## config.mk

```make
export PLATFORM = sky130hd
export DESIGN_NAME = lst_ram
export DESIGN_NICKNAME = d
export VERILOG_FILES = /design/src/hw/rtl/lst_ram.sv
export SDC_FILE = /design/constraint.sdc
export NUM_CORES = 1
export LEC_CHECK = 0
export BUFFER_PORTS_ARGS = -buffer_cell sky130_fd_sc_hd__buf_2
export CAP_MARGIN = 10
export CORE_UTILIZATION = 40
export DETAILED_ROUTE_END_ITERATION = 8
export PLACE_DENSITY = 0.61
export REMOVE_ABC_BUFFERS = 1
export SLEW_MARGIN = 20
export SYNTH_ARGS = -nofsm -noshare
export SYNTH_HDL_FRONTEND = slang
export SYNTH_SLANG_ARGS = --single-unit
```

## constraint.sdc

```tcl
create_clock -name i_clk -period 2.1 [get_ports i_clk]
set_input_delay 0.42 -clock i_clk [delete_from_list [all_inputs] [get_ports i_clk]]
set_output_delay 0.42 -clock i_clk [all_outputs]
set_load 0.01 [all_outputs]
```

## src/hw/rtl/lst_ram.sv

```systemverilog
`timescale 1ns / 1ps
`default_nettype none
// ----------------------------------------------------------------------------
// lst_ram: generic simple dual port ram
// One write port, one read port with registered read data.
// ----------------------------------------------------------------------------
module lst_ram #(
    parameter int WIDTH = 8,
    parameter int DEPTH = 16,
    parameter int ADDR_W = (DEPTH > 1) ? $clog2(DEPTH) : 1
) (
    input  wire logic              i_clk,
    input  wire logic              i_we,
    input  wire logic [ADDR_W-1:0] i_wr_addr,
    input  wire logic [WIDTH-1:0]  i_wr_data,
    input  wire logic [ADDR_W-1:0] i_rd_addr,
    output logic      [WIDTH-1:0]  o_rd_data
);

    logic [WIDTH-1:0] r_mem [DEPTH];

    always_ff @(posedge i_clk) begin
        if (i_we) begin
            r_mem[i_wr_addr] <= i_wr_data;
        end
        o_rd_data <= r_mem[i_rd_addr];
    end

endmodule

`default_nettype wire

```

### Word-level counts from Yosys, hierarchy flattened

Memories as Yosys holds them, arrays and structs flattened. A register that Yosys moved wholly into a read port is not among the register bits.
Index checks and enable logic that the tools add are counted.

* flip-flop bits (word level): 0
* memory bits (writable): 128
* input port bits: 18
* output and inout bits: 8
* memories: 1

* muxes and demuxes: 2

Memories
* r_mem: depth 16, bits a word 8, read ports 1, clocked after memory_dff 1, wr ports 1, line 20 `logic [WIDTH-1:0] r_mem [DEPTH];`

Operators with widths (number)
* 2-to-1 mux 1 bit: 2

### Logic depth before layout (Yosys ltp)

* depth in word-level cells: 2
* gate-level depth with buffers: 5

### Worst setup path before layout

Ideal clock, no wire load.

* kind: input to register
* from: in i_wr_addr[2]
* to: mem r_mem[0][0] (enable)
* setup time: 0.383 ns
* arrival: 1.530 ns
* data required time: 1.717 ns
* path slack: 0.187 ns
* cell stages on the path: 2
* cells stage by stage: or3b_2 > nor3_1

RTL lines
* from (decl): line 14 `input wire logic [ADDR_W-1:0] i_wr_addr,`
* to (decl): line 20

Straight into the memory's write port.

==> results by group <==
Clock tree
  – Post-cts sizing count: 0
  – Clk Latency, worst-skew pair: 0.42 ns
  – Hold buffers post-CTS: 0
  – Num CTS Buffers: 17
  – Clock Tree Root: clkbuf_16
  – Worst-path clk slew: 0.06 ns
  – Post-CTS Setup Bufs: 0
  – CTS tree: built
  – # H-tree levels: 4
  – Max Root-Sink Buffers: 2
  – Clk sinks: 136

Run
  – Max cap viols: 0

Worst setup path
  – Crit path arrival time: 1.80 ns
  – Worst path required time: 2.40 ns
  – Worst reg2reg setup slack: 0.70 ns
  – Reg-to-reg critical path endpoint: o_rd_data[0]$_DFF_P_
  – Critical path class: input port to flip-flop
  – CP max FO: 32
  – Reg2reg start: r_mem[0][0]$_DFFE_PP_
  – CP Launch Type: input port
  – Crit path capture type: flip-flop
  – R2R cell count: 3

STA
  – RSZ-0062 raised after global routing: false
  – Fin crit period: 1.50 ns
  – Tcrit/Tclk final: 71.5%
  – Final Skew: 0.0115 ns
  – TNS Setup: 0 ns
  – Actual slew at the worst max-slew pin: 0.391 ns
  – Fmax: 666 MHz
  – Setup ws final: 0.599 ns
  – Final setup viols: 0
  – Final Hold Fails: 0
  – Fin Hold WS: 0.383 ns
  – Max-slew headroom: 74.0%
  – Slew Viols, Final: 0

Global routing
  – Met3 Usage GRT: 4.50%
  – GR Overflow Total: 0
  – Vias in the first global route: 2,533
  – Largest net degree at the start of global routing: 33
  – Gr busiest metal: met2
  – Global-route wire length before repair: 14,900 um
  – Total global-route track usage: 16.6%
  – Met1 GRT Util: 21.7%
  – Met2 Usage GRT: 26.5%
  – Antenna violations before repair: 0

Logic synthesis
  – Post-Syn Area: 5150 sq um
  – Post-synthesis simple-gate area fraction: 3.18%
  – Sequential share of the synthesized area: 77.8%
  – Synth Area in Compound Gates: 2.33%
  – Post-synthesis xor/xnor area fraction: 0%
  – Synth Area in Adders: 0%
  – Multiplexer share of the synthesized area: 15.0%
  – Main synth FF type: edfxtp_1
  – Post-synthesis cell count: 229
  – Asr flop ratio synth: 0%
  – Largest family of logic cells by synthesized area: multiplexers
  – Synth Warn #: 0
  – Synth cell types: 19
  – Syn Area/Cell: 22.5 sq um
  – Synthesized flop and latch total: 136
  – Number of flops mapped to enable cells by yosys: 128

Status
  – Status: completed

Final layout
  – Layout fillers: 1,031
  – Nets: 302
  – Diode count: 0
  – Share of cells above drive strength 1: 32.3%
  – Register area: 4000 sq um
  – Area grow syn2layout: 20.6%
  – Post-layout util: 49.4%
  – Area occupied by multi-input gates: 1060 sq um

Floorplanning
  – Die area: 13,300 sq um
  – Core area: 12,600 sq um
  – Io pins: 26
  – Initial core utilization: 41.0%
  – FP Rows: 41
  – Die X: 115 um
  – Die Y: 115 um

Placement
  – Setup WS pre-CTS: 0.184 ns
  – Port bufs: 25
  – Final HPWL from detailed placement: 6350 um
  – Placer congestion estimate: 0.749

Route
  – DRC violations left: 0
  – Antenna viol nets, final: 0
  – Drt pass-1 iters: 4
  – Iter 0 DRT Violations: 131
  – Final wirelength: 9710 um
  – Routed len/inst: 20.7 um
  – Vias: 2,390
  – Via density: 5.10

Power and ir drop
  – Maximum resistive drop on vdd: 459 uV
  – Power per cell area: 1040 nW/um^2
  – Leak Pwr: 0.00212 uW

Worst hold path
  – Hold EP: r_mem[7][3]$_DFFE_PP_
  – WHS Path Cells: 1
  – Hold crit path type: input port to flip-flop
  – Hold path startpoint: i_wr_data[3]
-- per-stage QoR --
stage	total power [uW]	area, sq um	std cells
after floorplan	3230	5060	219
after global placement	3400	5580	437
after detailed placement	3400	5580	437
after CTS	6500	6210	469
after global routing	6620	6210	469
final	6440	6210	469
-- cells in the mapped netlist (2+ instances only) --
master / count / share of area [%]
a22oi_1: 16 / 2.3
dfxtp_1: 8 / 3.1
buf_6: 3 / 0.66
edfxtp_1: 128 / 75
nand3b_1: 2 / 0.29
mux4_2: 18 / 7.9
nor3_1: 4 / 0.39
nand2_1: 9 / 0.66
buf_2: 3 / 0.29
nor2_1: 13 / 0.95
mux4_1: 14 / 7.1
nand2b_1: 2 / 0.24
clkdlybuf4s25_2: 3 / 0.58
-- logic make-up (layout without fill, tap and decap cells) --
logic type | Yosys count | count (layout)
AOI/OAI and AO/OA | 16 | 16
buffers and inverters | 10 | 78
DFF | 136 | 136
muxes | 32 | 32
and+or+nand+nor | 35 | 35
-- sequential cells by signal, summed over array words and instances (netlist names) --
register   cells
r_mem        128
o_rd_data      8
-- worst max-delay path by stage --
stage | from | slack [ns] | depth (start not counted) | to
3_3_place_gp | i_rd_addr[0] | 0.18 | 5 | o_rd_data[0]$_DFF_P_
6_report | i_rd_addr[0] | 0.60 | 5 | o_rd_data[0]$_DFF_P_
2_1_floorplan | i_wr_addr[2] | 0.19 | 2 | r_mem[0][0]$_DFFE_PP_
5_1_grt | i_rd_addr[0] | 0.55 | 5 | o_rd_data[4]$_DFF_P_
4_1_cts | i_rd_addr[0] | 0.62 | 5 | o_rd_data[0]$_DFF_P_
3_5_place_dp | i_rd_addr[0] | 0.18 | 5 | o_rd_data[0]$_DFF_P_
-- cell usage in the layout (no fill, tap or decap), types with 3 or more instances in the layout --
cell       netlist  routed
nor3_1           4       4
clkbuf_16        0      17
clkinv_2         0       3
buf_4            1      19
mux4_1          14      14
bufinv_16        0       4
mux4_2          18      18
edfxtp_1       128     128
clkinv_4         0       3
inv_6            0       3
buf_2            3      25
nor2_1          13      13
nand2_1          9       9
dfxtp_1          8       8
a22oi_1         16      16
-- cell type report --
| class | instances | share of cell area [%] |
|---|---|---|
| sequential | 136 | 64.5 |
| multi-input combinational | 83 | 17.0 |
| clock inverter | 15 | 3.20 |
| tap | 172 | 3.47 |
| clock buffer | 17 | 6.85 |
| timing repair buffer | 46 | 4.96 |
-- where the power goes --
| group | leakage (uW) | switching [uW] | internal, uW |
|---|---|---|---|
| combinational | 0.000590 | 161 | 124 |
| clock | 0.000305 | 1110 | 1990 |
| sequential | 0.00122 | 18.9 | 3030 |
-- metal layers --
layer	share of wire, %	vias up	wire length [um]
met3	4.9	13	480
met5	0	-	0
met2	49	75	4790
met1	44	1224	4300
met4	1.4	0	139
li1	-	1078	-
-- critical path, stage by stage --
cell and delay [ns]:
buf_2 0.10, buf_12 0.25, mux4_1 0.61, a22oi_1 0.32, nand2_1 0.09
Power figures use the tool's default switching activity.
