==> src/hw/rtl/lst_pkg.sv <==
`timescale 1ns / 1ps
`default_nettype none
// ----------------------------------------------------------------------------
// lst_pkg: shared types and constants of the slot cache tag store
// Mode codes, sequencer states, scan unit control and default sizes.
// ----------------------------------------------------------------------------
package lst_pkg;

    localparam int MODE_W      = 2;
    localparam int FILE_W      = 4;
    localparam int BLOCK_W     = 20;
    localparam int SLOT_OUT_W  = 3;
    localparam int STAMP_W     = 32;

    localparam logic [STAMP_W-1:0] STAMP_MAX   = 32'hFFFF_FFFF;
    localparam logic [STAMP_W-1:0] STAMP_RESET = 32'h0000_0001;

    localparam int DEF_NUM_FILES = 16;
    localparam int DEF_NUM_SLOTS = 8;
    localparam int DEF_TAG_BITS  = 20;

    typedef enum logic [MODE_W-1:0] {
        MODE_LOOKUP = 2'd0,
        MODE_BYPASS = 2'd1,
        MODE_CLEAR  = 2'd2
    } t_mode;

    typedef enum logic [2:0] {
        S_INIT,
        S_IDLE,
        S_SCAN,
        S_LAST,
        S_WRITE,
        S_WIPE,
        S_DONE
    } t_state;

    typedef struct packed {
        logic start;
        logic en;
    } t_scan_ctl;

endpackage

`default_nettype wire

==> src/hw/rtl/lst_scan.sv <==
`timescale 1ns / 1ps
`default_nettype none
// ----------------------------------------------------------------------------
// lst_scan: slot scan unit
// Takes one slot per cycle: tag match (first wins) and minimum stamp search.
// ----------------------------------------------------------------------------
module lst_scan
    import lst_pkg::*;
#(
    parameter int TAG_BITS = DEF_TAG_BITS,
    parameter int SLOT_W   = 3
) (
    input  wire logic                i_clk,
    input  wire t_scan_ctl           i_ctl,
    input  wire logic [SLOT_W-1:0]   i_idx,
    input  wire logic                i_slot_valid,
    input  wire logic [STAMP_W-1:0]  i_slot_stamp,
    input  wire logic [TAG_BITS-1:0] i_slot_tag,
    input  wire logic [TAG_BITS-1:0] i_key,
    output logic                     o_found,
    output logic [SLOT_W-1:0]        o_pick
);

    logic               r_found;
    logic [SLOT_W-1:0]  r_hit_idx;
    logic [STAMP_W-1:0] r_min;
    logic [SLOT_W-1:0]  r_min_idx;

    always_ff @(posedge i_clk) begin
        if (i_ctl.start) begin
            r_found   <= 1'b0;
            r_hit_idx <= '0;
            r_min     <= STAMP_MAX;
            r_min_idx <= '0;
        end else if (i_ctl.en) begin
            if (!r_found && i_slot_valid && (i_slot_tag == i_key)) begin
                r_found   <= 1'b1;
                r_hit_idx <= i_idx;
            end
            // strict less keeps the lowest index on ties
            if (i_slot_stamp < r_min) begin
                r_min     <= i_slot_stamp;
                r_min_idx <= i_idx;
            end
        end
    end

    assign o_found = r_found;
    assign o_pick  = r_found ? r_hit_idx : r_min_idx;

endmodule

`default_nettype wire
==> config.mk <==
export PLATFORM = sky130hd
export DESIGN_NAME = lst_scan
export DESIGN_NICKNAME = d
export VERILOG_FILES = /design/src/hw/rtl/lst_pkg.sv /design/src/hw/rtl/lst_scan.sv
export SDC_FILE = /design/constraint.sdc
export NUM_CORES = 1
export LEC_CHECK = 0
export BUFFER_PORTS_ARGS = -buffer_cell sky130_fd_sc_hd__buf_4
export CAP_MARGIN = 20
export CORE_ASPECT_RATIO = 1.25
export CORE_MARGIN = 3
export CORE_UTILIZATION = 46
export DETAILED_ROUTE_END_ITERATION = 12
export PLACE_DENSITY = 0.76
export SLEW_MARGIN = 20
export SYNTH_ARGS = -nofsm -noshare
export SYNTH_HDL_FRONTEND = slang
export SYNTH_SLANG_ARGS = --single-unit
==> constraint.sdc <==
create_clock -name i_clk -period 2.35 [get_ports i_clk]
set_clock_uncertainty 0.15 [all_clocks]
set_input_delay 0.47 -clock i_clk [delete_from_list [all_inputs] [get_ports i_clk]]
set_output_delay 0.47 -clock i_clk [all_outputs]
set_load 0.005 [all_outputs]
Word-level counts from Yosys, hierarchy flattened
Index checks and enable logic that the tools add are counted.

Register bits after elaboration: 39. Input bits: 79. Output and inout port bits: 4. Logic and storage cells: 12.

$lt $le $gt $ge: 1. Equal/unequal tests: 1. Multiplexer cells: 1. Reduce and logical (&&, ||, !) cells: 5.

Operator list (number): $lt 32x32->1 (1); $eq 20x20->1 (1); $reduce_and 2->1 (2); $mux 3 (1); $logic_and 1x1->1 (2); $logic_not 1->1 (1).

Depth between registers and ports, before layout
Gate-level depths: netlist of run 1.

Depth after elaboration: 4. Mapped depth: 10. Depth with buffers taken out: 8.

Worst setup path after synthesis of run 1
OpenSTA, ideal clock, no wires.

Kind: input to register. From: input i_slot_stamp[2]. To: register r_min[0]. Library setup time: 72 ps. Data arrival time: 2121 ps. Required time: 2128 ps. Setup slack: 7 ps. Cell stages on the path: 9. Buffers on the path: 2. Cell sequence: ha_1 a211o_1 a31oi_1 o31ai_1 a211o_1 a31oi_2 buf_6 buf_12 mux2i_1.

Longest elaborated chain between the ends: 2.

RTL lines: start, declared (line lst_scan.sv:17) `input wire logic [STAMP_W-1:0] i_slot_stamp,`; $lt 32x32->1 (line lst_scan.sv:41) `if (i_slot_stamp < r_min) begin`; $reduce_and 2->1 (no line); end signal, assigned (line lst_scan.sv:42) `r_min <= i_slot_stamp;`; end, declared (line lst_scan.sv:26) `logic [STAMP_W-1:0] r_min;`.

Every way passes these cells. A chain may end at the register's enable or synchronous reset.

Worst setup path in the final report of run 1
From: register r_min[8]. To: register r_min[1].

Longest elaborated chain between the ends: 2.

RTL lines (line): $lt 32x32->1 (lst_scan.sv:41); $reduce_and 2->1 (no line).

Every way passes these cells.

==> impl_results.md, run 1 <==
* Status: completed
* Iter 0 DRT Violations at 60
* Total track usage at 17.51%
* # IOs at 83
* Num rows at 30
* Reg area at 797.0 um2
* DR WL/cell at 14.18 um
* Cell Area, Synth at 2623 um2
* Syn Nets at 411
* Worst-skew pair later-pin latency at 0.29 ns
* # hold bufs at CTS at 0
* First-pass GRT wire length at 9515 um
* CP Capture Type: register
* Final hold vios at 0
* #FFs+latches synth at 39
* # DRC at 0
* Number of routed nets with antenna violations at 0
* Fin area at 3684 um2
* Synth unique cells at 35
* H-tree levels at 2
* # setup viols final at 0
* Worst path top cell family by delay: compound AO/OA/AOI/OAI gates
* Clk sinks at 39
* Grt total ovfl at 0
* Pwr dens at 471.1 nW/um2
* Crit path kind: reg -> reg
* Largest net degree at the start of global routing at 47
* Root buffer cell: clkbuf_8
* Routed Wire Length at 6467 um
* Pleak at 1.928 nW
* Via Count at 2,356
* Pre-antenna DRT Iters at 4
* Tmin final at 2.348 ns
* Hpwl dp at 4620 um
* Routability cong. at 0.7888
* Die area at 6649 um2
* Via/cell ratio at 5.167
* Area grow syn2layout at 40.46%
* Worst-margin pin slew at 0.4481 ns
* Share of layout cells above drive strength 1 at 35.97%
* Final Slew Violations at 0
* Critical path launch point type: register
* Clk pwr share at 25.7%
* # fillers at 446
* Effective utilization at floorplan at 47.85%
* Required @ worst endpoint at 2.41 ns
* Min-delay worst type: in -> reg
* Area of the multi-input gates at 1777 um2
* Headroom to the max-slew limit at 70.12%
* Longest Clk Path Bufs at 2
* Most common cell on crit path: a31oi_4
* CTS tree: done
* Clock-pin slew on the worst setup and hold paths at 0.08 ns
* Cell-internal power at 0.001233 W
* Die Y at 90.42 um
* Combinational Power Share at 31.7%
* Post-synth top area share at 29.77%
* Cts bufs inserted at 5
* YS warnings at 0
* Max_cap viols at 0
* Pwr Total at 0.001735 W
* Mapped Avg Cell Area at 8.713 um2
* Vias in the first global route at 2,280
* Post-DP Area at 3306 um2
* Initial antenna violation count at 0
* N_diodes at 0
* EDFF count, synth at 0
* Critical Path Slowest Stage Cell: dfxtp_2
* Die Width at 73.54 um
* Peak VDD IR at 386.6 uV
* NumNets Final at 501
* Core Region at 5480 um2
* Buffers & Inverters on Critical Path at 3
* CP Max Fanout at 6
* Fin crit share at 99.91%
* Sw power at 0.0005028 W
* Cells along the critical path: inv_1 -> ha_1 -> and4_4 -> a31oi_4 -> o31ai_1 -> a211o_1 -> a31oi_4 -> buf_12 -> clkbuf_16 -> mux2i_1
* Post-synth top flop: dfxtp_1
* F_max at 0.4259 GHz
* CP Data Arrival Time at 2.41 ns
* Mapped Cells at 301
* Switching Fraction at 28.97%
* Sequential power share at 42.6%
* Ranking of synthesized cells by area: dfxtp_1, ha_1, mux2i_1
* Critical Path Max Stage Delay at 0.33 ns
* Register area share after synthesis at 29.77%
* Async SR Flop Fraction at 0%
* Dominant cell type by area after synthesis: dfxtp_1
* IO buf count at 82
-- placed cells by master (no fill, tap or decap), types with 5 or more instances in the layout --
master    count
dfxtp_2      13
ha_1         22
nand2_1       6
clkbuf_8      5
mux2i_1      38
inv_1        31
dfxtp_1      26
nor2_1       70
nand2b_1      6
ha_4          7
buf_12        5
xor2_1       12
xnor2_1       8
buf_4        87
-- state kept, by name, indices dropped and copies added, names as in the netlist --
name and count:
o_found 1, r_hit_idx 3, r_min_idx 3, r_min 32
-- repair_timing --
| action | CTS | global route |
|---|---|---|
| gates cloned | 0 | 3 |
| setup endpoints to repair | 35 | 35 |
| resized for setup | 8 | 38 |
| pin swaps | 1 | 12 |
| buffers inserted | 0 | 1 |
-- per-stage QoR --
stage / instances / utilization, % / hold WS (ns) / TNS (ns) / setup WS, ns
6_report: 456 / 67.21 / 0.2894 / 0 / 0.002223
5_1_grt: 456 / 67.21 / 0.3034 / -0.5535 / -0.07801
4_1_cts: 452 / 62.44 / 0.2814 / -0.1424 / -0.02311
3_5_place_dp: 444 / 60.32 / 0.3191 / -9.255 / -0.2875
3_3_place_gp: 444 / 60.32 / 0.3110 / -8.102 / -0.2369
2_1_floorplan: 301 / - / 0.2965 / 0 / 0.007427
-- area by class of cell --
| class | count | share of cell area (%) |
|---|---|---|
| inverter | 32 | 3.261 |
| multi-input combinational | 218 | 48.23 |
| clock buffer | 7 | 2.072 |
| timing repair buffer | 95 | 22.49 |
| clock inverter | 1 | 0.1359 |
| sequential | 39 | 21.64 |
| tap | 64 | 2.174 |
-- cells in the mapped netlist (2+ instances only) --
cell,number
buf_12,3
xor2_1,12
nand2_1,7
inv_1,32
nor4_1,3
nor2_1,70
xnor2_1,8
a21o_1,3
mux2_2,3
clkbuf_1,8
a211o_1,2
ha_1,31
o21ai_0,3
a31oi_1,2
nand4_1,4
a21oi_1,8
and4_1,4
dfxtp_1,39
nand2b_1,6
mux2i_1,38
-- per-layer routing --
metal | share of wire [%] | routed length [um] | GRT usage, %
met5 | 0 | 0 | 0
met4 | 1.6 | 101 | 3.625
met3 | 3.8 | 244 | 3.118
met2 | 55 | 3544 | 31.73
met1 | 40 | 2577 | 20.91
-- power groups by stage --
stage	clock (W)	sequential [W]	combinational [W]
floorplan	0	0.000744	0.000278
global placement	0	0.000747	0.000433
detailed placement	0	0.000750	0.000449
CTS	0.000460	0.000734	0.000466
global route	0.000485	0.000745	0.000604
finish	0.000446	0.000739	0.000551
-- worst min-delay path, cell delays in order --
cell and delay (ns):
buf_4 0.09, mux2i_1 0.06, nor2_1 0.08
-- worst paths after layout --
path                        startpoint                        end  slack [ns]  depth (start not counted)
max              r_min[8]$_SDFFE_PP1P_      r_min[1]$_SDFFE_PP1P_       0.002                         10
min                           i_idx[0]  r_hit_idx[0]$_SDFFE_PP0P_        0.29                          3
max reg2reg      r_min[8]$_SDFFE_PP1P_      r_min[1]$_SDFFE_PP1P_       0.002                         10
min reg2reg  r_min_idx[2]$_SDFFE_PP0P_  r_min_idx[2]$_SDFFE_PP0P_        0.33                          2
-- logic make-up after synthesis --
| group | Yosys count | synth area share [%] |
|---|---|---|
| AO/OA/AOI/OAI | 26 | 6.728 |
| XOR/XNOR | 20 | 6.679 |
| adder cells (fa/ha/maj) | 31 | 14.79 |
| buffers and inverters | 44 | 8.445 |
| flip-flops | 39 | 29.77 |
| multiplexers | 41 | 15.79 |
| AND/OR/NAND/NOR | 100 | 17.80 |
(Power assumes the default switching activity.)
==> run 2, diff against run 1 <==
Settings changed: RECOVER_POWER set to 25.
==> run 2 against run 1 <==
Hold slack worse by 0.0010 ns. Setup slack better by 0.00051 ns. Non-clock buffer count stayed put. Fmax hardly changed. Final cell count stayed put. Global-route usage stayed put. Register-to-register slack hardly changed. Wire length is 0.17% higher. Count of clock-buffer cells in the layout stayed put. Critical endpoint unchanged. Largest power group unchanged.
==> impl_results.md, run 2 (synthesized netlist as in run 1, its figures left out) <==
* Pre-antenna DRT Iters at 4 (unchanged)
* Vias in the first global route at 2,280 (unchanged)
* Share of layout cells above drive strength 1 at 35.71% (-0.26 points)
* Cells along the critical path: inv_1 -> ha_1 -> and4_4 -> a31oi_4 -> o31ai_1 -> a211o_1 -> a31oi_4 -> buf_12 -> clkbuf_16 -> mux2i_1
* Critical path launch point type: register
* R2R setup slack at 0.003 ns (about the same)
* Number of routed nets with antenna violations at 0 (unchanged)
* Most common cell on crit path: a31oi_4
* Die area at 6649 um2 (unchanged)
* Final WS setup at 0.002735 ns (+0.0005120 ns)
* Clk sinks at 39 (unchanged)
* Largest net degree at the start of global routing at 47 (unchanged)
* Pwr dens at 472.5 nW/um2 (+0.29%)
* N_diodes at 0 (unchanged)
* CTS tree: done
* Crit path kind: reg -> reg
* Pleak at 1.908 nW (-1.0%)
* DR WL/cell at 14.21 um (+0.17%)
* F_max at 0.4260 GHz (about the same)
* Required @ worst endpoint at 2.41 ns (about the same)
* First-pass GRT wire length at 9515 um (unchanged)
* Die Width at 73.54 um (unchanged)
* Iter 0 DRT Violations at 53 (-12%)
* Clock-pin slew on the worst setup and hold paths at 0.08 ns (about the same)
* CP Max Fanout at 6 (unchanged)
* Die Y at 90.42 um (unchanged)
* Area grow syn2layout at 39.98%
* Via/cell ratio at 5.164 (about the same)
* Worst-skew pair later-pin latency at 0.29 ns (about the same)
* Min-delay worst type: in -> reg
* Initial antenna violation count at 0 (unchanged)
* # hold bufs at CTS at 0 (unchanged)
* Max_cap viols at 0 (unchanged)
* Critical Path Slowest Stage Cell: dfxtp_2
* Hpwl dp at 4620 um (unchanged)
* Most common cell after layout, fill and taps aside: buf_4
* Via Count at 2,355 (-0.042%)
* Worst-margin pin slew at 0.6243 ns (+0.1762 ns)
* Headroom to the max-slew limit at 58.03% (-12 points)
* Root buffer cell: clkbuf_8
* Longest Clk Path Bufs at 2 (unchanged)
* Post-DP Area at 3306 um2 (unchanged)
* CP Capture Type: register
* Largest register FFs at 32 (unchanged)
* Fin area at 3671 um2 (-0.34%)
* Worst hold slack at 0.2884 ns (-0.0009950 ns)
* Num rows at 30 (unchanged)
* NumNets Final at 501 (unchanged)
* Worst slack, placed at -0.2875 ns (unchanged)
* Critical Path Max Stage Delay at 0.33 ns (about the same)
* Final hold vios at 0 (unchanged)
* H-tree levels at 2 (unchanged)
* Post-layout util at 66.99% (-0.23 points)
* Cts bufs inserted at 5 (unchanged)
* Status: completed
* Reg with most FFs: r_min
* # DRC at 0 (unchanged)
* Routed Wire Length at 6478 um (+0.17%)
* Routability cong. at 0.7888 (unchanged)
* Largest regs: r_min: 32 flops, r_hit_idx: 3 flops, r_min_idx: 3 flops
* Peak VDD IR at 386.6 uV (about the same)
* Tmin final at 2.347 ns (-0.0005120 ns)
* Core Region at 5480 um2 (unchanged)
* Most frequent cells in the layout: buf_4, nor2_1, mux2i_1, inv_1, dfxtp_1
* # IOs at 83 (unchanged)
* Final Slew Violations at 0 (unchanged)
* Grt total ovfl at 0 (unchanged)
* CP Data Arrival Time at 2.41 ns (about the same)
* # setup viols final at 0 (unchanged)
* IO buf count at 82 (unchanged)
* Total track usage at 17.51% (unchanged)
* Fin crit share at 99.88% (about the same)
* Effective utilization at floorplan at 47.85% (unchanged)
## run 2: cell count changes in the layout (fill, tap and decap cells not counted)
cell / delta
nor4_2: +1
nor4_4: -1
buf_4: -5
clkbuf_4: +4
clkbuf_1: +1
## run 2: layout make-up
type | instances | area [um2]
clock buffer | 7 | 76.32
clock inverter | 1 | 5.005
fill | 449 | 1809
inverter | 32 | 120.1
multi-input combinational | 218 | 1768
sequential | 39 | 797.0
tap | 64 | 80.08
timing repair buffer | 95 | 824.5
## run 2: power by group
part | switching [W] | leakage (nW) | total [W] | internal (W)
Combinational | 0.000240 | 1.55 | 0.000548 | 0.000308
Clock | 0.000239 | 0.0422 | 0.000447 | 0.000209
Sequential | 0.0000249 | 0.317 | 0.000739 | 0.000714
Total | 0.000503 | 1.91 | 0.00173 | 0.00123
## run 2: worst paths after layout
check / depth (start not counted) / start / end
worst max-delay path: 10 / r_min[8]$_SDFFE_PP1P_ / r_min[1]$_SDFFE_PP1P_
worst min register to register: 2 / r_min_idx[2]$_SDFFE_PP0P_ / r_min_idx[2]$_SDFFE_PP0P_
worst max register to register: 10 / r_min[8]$_SDFFE_PP1P_ / r_min[1]$_SDFFE_PP1P_
worst min-delay path: 3 / i_idx[1] / r_hit_idx[1]$_SDFFE_PP0P_
## run 2: layer usage
metal	global-route usage, %	part of all wire [%]
met2	31.73	55
met1	20.91	40
met5	0	0
met3	3.118	3.8
met4	3.625	1.6
## run 2: critical path: cells and delay by family, from the launching register on
kind | cells | cell delay [ns]
multiplexers | 1 | 0.21
flip-flops | 1 | 0.33
AND/OR/NAND/NOR | 1 | 0.20
buffers and inverters | 3 | 0.36
adder cells (fa/ha/maj) | 1 | 0.27
AO/OA/AOI/OAI | 4 | 0.75
## run 2: stage by stage
step | setup TNS [ns] | instances | total power, W
2_1_floorplan | 0 | 301 | 0.001022
3_3_place_gp | -8.102 | 444 | 0.001180
3_5_place_dp | -9.255 | 444 | 0.001199
4_1_cts | -0.1424 | 452 | 0.001661
5_1_grt | -0.5535 | 456 | 0.001832
6_report | 0 | 456 | 0.001735
## run 2: timing repair
action                                  in CTS  in global routing
cloned                                       0                  3
hold endpoints to repair                     0                  0
endpoints found under the setup margin      35                 35
pin swaps                                    1                 12
gates resized for setup                      8                 38
setup buffers                                0                  1
